File: config.mk
export PLATFORM = sky130hd
export DESIGN_NAME = ppf_ctrl
export DESIGN_NICKNAME = d
export VERILOG_FILES = /design/src/sv/ppf_pkg.sv /design/src/sv/ppf_ctrl.sv
export SDC_FILE = /design/constraint.sdc
export NUM_CORES = 1
export LEC_CHECK = 0
export ABC_AREA = 1
export BUFFER_PORTS_ARGS = -buffer_cell sky130_fd_sc_hd__buf_2
export CORE_AREA = 2 2 65 67
export DETAILED_ROUTE_END_ITERATION = 7
export DIE_AREA = 0 0 67 69
export PLACE_DENSITY = 0.63
export SYNTH_ARGS = -nofsm -noshare
export SYNTH_HDL_FRONTEND = slang
export SYNTH_SLANG_ARGS = --single-unit
File: constraint.sdc
create_clock -name clk -period 1.7 [get_ports clk]
set_input_delay 0.34 -clock clk [delete_from_list [all_inputs] [get_ports clk]]
set_output_delay 0.34 -clock clk [all_outputs]
set_load 0.005 [all_outputs]
File: src/sv/ppf_pkg.sv
package ppf_pkg;

  localparam int DEF_MAX_POINTS = 256;
  localparam int DEF_FRAC_BITS  = 16;

  localparam logic [30:0] LEN_MAX = 31'h7FFF_FFFF;
  localparam logic [31:0] ACC_MAX = 32'hFFFF_FFFF;

  // stream payload widths
  localparam int S_TDATA_W = 224;
  localparam int M_TDATA_W = 136;
  localparam int M_TUSER_W = 3;

  // result status codes
  localparam logic [1:0] ST_OK       = 2'd0;
  localparam logic [1:0] ST_FULL     = 2'd1;
  localparam logic [1:0] ST_EMPTY    = 2'd2;
  localparam logic [1:0] ST_PAST_END = 2'd3;

  // request kinds
  localparam logic FUNC_LOAD    = 1'b0;
  localparam logic FUNC_ADVANCE = 1'b1;

  // datapath operations
  typedef enum logic [4:0] {
    OP_NONE,
    OP_CAPTURE,
    OP_LD_WRITE,
    OP_SQ,
    OP_SQRT_INIT,
    OP_SQRT_STEP,
    OP_LD_DONE,
    OP_FULL,
    OP_EMPTY,
    OP_ADVANCE,
    OP_RD_LEN,
    OP_WALK,
    OP_RD_A,
    OP_GET_B,
    OP_LMUL,
    OP_DINIT,
    OP_DSTEP,
    OP_LFIN,
    OP_THSQ,
    OP_JUDGE,
    OP_RD_END,
    OP_END,
    OP_EMIT
  } op_t;

  typedef struct packed {
    op_t        op;
    logic [1:0] axis;
    logic       sq_first;  // clear sum of squares
    logic       sq_mul;    // square this axis
    logic       sq_acc;    // add previous product
    logic       sq_jump;   // deltas against last position
  } cmd_t;

  typedef struct packed {
    logic func;
    logic full;
    logic empty;
    logic more_seg;
    logic reached;
    logic out_free;
  } sts_t;

  // midpoint rounded toward minus infinity
  function automatic logic signed [31:0] mid32(input logic signed [31:0] x,
                                               input logic signed [31:0] y);
    logic signed [32:0] s;
    s = 33'(x) + 33'(y);
    return s[32:1];
  endfunction

endpackage

File: src/sv/ppf_ctrl.sv
module ppf_ctrl (
  input  logic           clk,
  input  logic           rst,
  input  logic           in_valid,
  output logic           in_ready,
  input  ppf_pkg::sts_t  sts,
  output ppf_pkg::cmd_t  cmd
);
  import ppf_pkg::*;

  typedef enum logic [4:0] {
    S_IDLE, S_DECODE, S_LD_WR, S_LD_SQ, S_SQRT_INIT, S_SQRT, S_LD_DONE,
    S_FULL, S_EMPTY, S_ADV, S_WALK_RD, S_WALK_CHK, S_RD_B, S_GET_B,
    S_LMUL, S_DINIT, S_DIV, S_LFIN, S_JSQ, S_TH, S_JUDGE, S_END, S_EMIT
  } state_t;

  state_t      state, state_next;
  logic [5:0]  cnt, cnt_next;
  logic [1:0]  lax, lax_next;

  assign in_ready = (state == S_IDLE);

  // next state and command
  always_comb begin
    state_next   = state;
    cnt_next     = cnt;
    lax_next     = lax;
    cmd          = '0;
    cmd.op       = OP_NONE;
    unique case (state)
      S_IDLE: begin
        if (in_valid) begin
          cmd.op     = OP_CAPTURE;
          state_next = S_DECODE;
        end
      end
      S_DECODE: begin
        if (sts.func == FUNC_LOAD) begin
          state_next = sts.full ? S_FULL : S_LD_WR;
        end else begin
          state_next = sts.empty ? S_EMPTY : S_ADV;
        end
      end
      S_LD_WR: begin
        cmd.op     = OP_LD_WRITE;
        cnt_next   = '0;
        state_next = sts.empty ? S_LD_DONE : S_LD_SQ;
      end
      S_LD_SQ, S_JSQ: begin
        cmd.op       = OP_SQ;
        cmd.axis     = (cnt == 6'd3) ? 2'd0 : cnt[1:0];
        cmd.sq_first = (cnt == 6'd0);
        cmd.sq_mul   = (cnt != 6'd3);
        cmd.sq_acc   = (cnt != 6'd0);
        cmd.sq_jump  = (state == S_JSQ);
        cnt_next     = cnt + 6'd1;
        if (cnt == 6'd3) begin
          state_next = (state == S_JSQ) ? S_TH : S_SQRT_INIT;
        end
      end
      S_SQRT_INIT: begin
        cmd.op     = OP_SQRT_INIT;
        cnt_next   = '0;
        state_next = S_SQRT;
      end
      S_SQRT: begin
        cmd.op   = OP_SQRT_STEP;
        cnt_next = cnt + 6'd1;
        if (cnt == 6'd31) begin
          state_next = S_LD_DONE;
        end
      end
      S_LD_DONE: begin
        cmd.op     = OP_LD_DONE;
        state_next = S_EMIT;
      end
      S_FULL: begin
        cmd.op     = OP_FULL;
        state_next = S_EMIT;
      end
      S_EMPTY: begin
        cmd.op     = OP_EMPTY;
        state_next = S_EMIT;
      end
      S_ADV: begin
        cmd.op     = OP_ADVANCE;
        state_next = S_WALK_RD;
      end
      S_WALK_RD: begin
        if (sts.more_seg) begin
          cmd.op     = OP_RD_LEN;
          state_next = S_WALK_CHK;
        end else begin
          cmd.op     = OP_RD_END;
          state_next = S_END;
        end
      end
      S_WALK_CHK: begin
        cmd.op     = OP_WALK;
        state_next = sts.reached ? S_RD_B : S_WALK_RD;
      end
      S_RD_B: begin
        cmd.op     = OP_RD_A;
        state_next = S_GET_B;
      end
      S_GET_B: begin
        cmd.op     = OP_GET_B;
        lax_next   = '0;
        state_next = S_LMUL;
      end
      S_LMUL: begin
        cmd.op     = OP_LMUL;
        cmd.axis   = lax;
        state_next = S_DINIT;
      end
      S_DINIT: begin
        cmd.op     = OP_DINIT;
        cmd.axis   = lax;
        cnt_next   = '0;
        state_next = S_DIV;
      end
      S_DIV: begin
        cmd.op   = OP_DSTEP;
        cmd.axis = lax;
        cnt_next = cnt + 6'd1;
        if (cnt == 6'd32) begin
          state_next = S_LFIN;
        end
      end
      S_LFIN: begin
        cmd.op   = OP_LFIN;
        cmd.axis = lax;
        if (lax == 2'd2) begin
          cnt_next   = '0;
          state_next = S_JSQ;
        end else begin
          lax_next   = lax + 2'd1;
          state_next = S_LMUL;
        end
      end
      S_TH: begin
        cmd.op     = OP_THSQ;
        state_next = S_JUDGE;
      end
      S_JUDGE: begin
        cmd.op     = OP_JUDGE;
        state_next = S_EMIT;
      end
      S_END: begin
        cmd.op     = OP_END;
        state_next = S_EMIT;
      end
      S_EMIT: begin
        if (sts.out_free) begin
          cmd.op     = OP_EMIT;
          state_next = S_IDLE;
        end
      end
      default: state_next = S_IDLE;
    endcase
  end

  always_ff @(posedge clk) begin
    if (rst) begin
      state <= S_IDLE;
      cnt   <= '0;
      lax   <= '0;
    end else begin
      state <= state_next;
      cnt   <= cnt_next;
      lax   <= lax_next;
    end
  end

endmodule

==> flow_summary.toml <==
[power]
p_leak_nw = 1.084
power.density_cell_area_mw_per_mm2 = 1282
totalPowerFinal_mw = 2.838
vdd_drop_max_mv = 0.6554

[logic_synthesis]
synth_xor_xnor_area_share_pct = 0.6648
ys_seq_area_share_pct = 19.75
synth_compound_area_share_pct = 15.57
synthCells = 229
yosys.cell_types.count = 29
combinational_family_with_the_most_area_after_synthesis = "simple AND/OR/NAND/NOR gates"
synthMuxAreaShare_pct = 0
ys_warn_count = 0
synthesis.area_mm2 = 0.001318
synth_simple_gate_area_share_pct = 49.48
postSynthAreaPerCell_um2 = 5.753
post_synth_fa_ha_maj_area_fraction_pct = 2.849
synthesis.nets = 241
postSynthRegisterBits = 13

[final_layout]
mostFrequentLayoutCells = "buf_4, nand2_1, inv_1, nor2_1, buf_2"
areaGrowthSynthToFinish_pct = 68.00
layout.cell_area.non_filler_mm2 = 0.002213
most_frequent_standard_cell_in_the_layout_excluding_fill_and_tap_cells = "buf_4"
antenna_cells = 0
drive_gt1_share_pct = 50.00
net_count_final = 323

[die]
floorplan.rows = 23
chipWidth_um = 67
total_core_area_mm2 = 0.003914
design.die.area_mm2 = 0.004623
design.portCount = 21
floorplan.initialDensity_pct = 33.66
fp.dieH_um = 69

[clock_network]
cts.root.buffer_cell = "clkbuf_8"
clkSlewWorstSetupHoldPaths_ps = 60
cts_inserted_buffers = 3
cts_tree = "yes"
clkLatencyLatePin_ps = 250
clock-sinks = 13
buffers_from_clock_root_to_sink_at_most = 2
cts_max_level = 1
cts_hold_buf = 0

[timing]
timing.max_slew.rel_slack_pct = 76.14
timing.hold.ws_ps = 445.8
rsz0062_at_grt = "true"
setup_violations = 10
worst_slew_pin_slew_ps = 356.3
fmax_ghz = 0.5361
fin_crit_ps = 1865
timing_hold_violations_final = 0
slew_viol_final = 0
post-route-worst-setup-slack_ps = -165.2
finalCritPeriodShare_pct = 109.7
timing.clock.skew_ps = 7.719

[route]
drt-initial-drc-count = 116
detail_route.vias_per_cell = 5.289
routed_wl_mm = 5.373
drt_pre_antenna_iters = 5
detailroute.via_count = 1904
wl_per_cell_um = 14.93
drc_errors = 0
postRouteAntennaNets = 0

[critical_path]
crit_buf_inv = 3
critical_path.top_delay_family = "simple AND/OR/NAND/NOR gates"
largest_incremental_delay_on_the_critical_path_ps = 330
type_of_the_setup_path_with_the_least_slack = "flip-flop to primary output"
critical_path_endpoint_category = "primary output"
crit_path_frequent_cell = "nor2_2"
setup.worst_path.start_class = "flip-flop"
critical_path_peak_fanout = 7
timing.critical_path.slowest_stage_cell = "dfxtp_2"
crit_path_cell_trace = "inv_1 > buf_6 > nand3_2 > nor2_2 > nor2_2 > nand4_1 > buf_2"
cp.required_ps = 1360
arrival_time_of_the_worst_setup_path_ps = 1530

[placed_design]
dpl-instance-area_mm2 = 0.001773
portBuffers = 20
post-dp-hpwl_mm = 3.540
globalplace.congestion = 0.9561

[global_routing]
grt_usage_pct = 22.02
wire_length_of_the_first_global_routing_pass_mm = 7.962
first_global_vias = 1677
initial_antenna_violation_count = 0
maximum_number_of_pins_on_one_net_before_global_route_repair = 14
grt-ovfl-total = 0

[outcome]
status = "finished with violations"
failing_checks = "negative setup slack"

[job]
cap_viol_max_count = 0

[hold_path]
worst_hold_path_type = "primary input to flip-flop"
cell families (layout without fill, tap and decap cells):
| kind of cell | after synthesis | in the layout |
|---|---|---|
| AOI/OAI and AO/OA | 35 | 35 |
| DFF | 13 | 13 |
| xor gates and xnor gates | 1 | 1 |
| and+or+nand+nor | 140 | 140 |
| adders and majority gates | 3 | 3 |
| buffers and inverters | 37 | 118 |
final timing paths:
| path | start | to | slack, ps | depth (start not counted) |
|---|---|---|---|---|
| worst max-delay path | state[4]$_SDFFE_PP0P_ | cmd[6] | -170 | 7 |
| worst min register to register | lax[1]$_SDFFE_PP0P_ | lax[1]$_SDFFE_PP0P_ | 480 | 2 |
| worst min-delay path | rst | state[0]$_SDFFE_PP0P_ | 450 | 2 |
| worst max register to register | state[4]$_SDFFE_PP0P_ | cnt[0]$_SDFFE_PP0P_ | 50 | 10 |
registers in the layout (all words and copies together) (netlist names):
register and cells:
cnt 6, state 5, lax 2
through the flow:
step	setup WS [ps]	setup TNS, ps	utilization [%]	cells
2_1_floorplan	190.2	0	-	229
3_3_place_gp	-177.8	-484.3	45.30	338
3_5_place_dp	-115.0	-267.8	45.30	338
4_1_cts	-106.9	-606.3	52.37	351
5_1_grt	-232.9	-2061	56.55	360
6_report	-165.2	-1128	56.55	360
repair_timing:
item                       in CTS  in global routing
setup buffers                   9                  9
gates cloned                    1                  0
pin swaps                      16                 15
gates resized for setup        61                 30
setup endpoints to repair      11                 15
where the power goes:
group	total, mW	internal [mW]	leakage [nW]	switching (mW)
Clock	0.285	0.166	0.0228	0.119
Sequential	0.476	0.376	0.109	0.0995
Combinational	2.08	0.911	0.952	1.17
Total	2.84	1.45	1.08	1.38
worst register-to-register path, cell delays in order (launching register included):
cell and delay (ps):
dfxtp_2 340, inv_1 80, buf_6 150, nand3_2 100
buf_4 130, nor2_4 30, buf_4 140, nor3_4 200
buf_4 170, nand4_1 90, a21oi_1 150
cells in the mapped netlist (all sizes together):
cell type	count	area share (%)
a211oi	3	2.1
a21oi	16	6.1
a221oi	1	0.66
a31oi	2	0.95
buf	3	2.0
clkbuf	1	0.28
dfxtp	13	20
ha	3	2.8
inv	33	9.4
nand2	55	16
nand3	23	8.7
nand3b	2	1.1
nand4	11	5.2
nor2	42	14
nor3	5	3.1
nor4	1	0.48
o211ai	3	1.7
o21ai	9	3.4
o311ai	1	0.66
or2	1	0.48
xor2	1	0.66
routing by layer:
| metal | vias up | part of all wire, % | wire [um] | GRT usage (%) |
|---|---|---|---|---|
| li1 | 925 | - | - | - |
| met2 | 103 | 48 | 2595 | 34.65 |
| met1 | 858 | 41 | 2192 | 30.43 |
| met3 | 18 | 7.4 | 397 | 4.568 |
| met5 | - | 0 | 0 | 0 |
| met4 | 0 | 3.5 | 187 | 5.215 |
final cells by class:
class                           count  area, um2
Fill cell                         374       1700
Multi-Input combinational cell    179       1100
Timing Repair Buffer               81      595.6
Sequential cell                    13      276.5
Inverter                           33      133.9
Tap cell                           50      62.56
Clock buffer                        4      45.04
No activity file was read; power rests on OpenSTA's default activity.
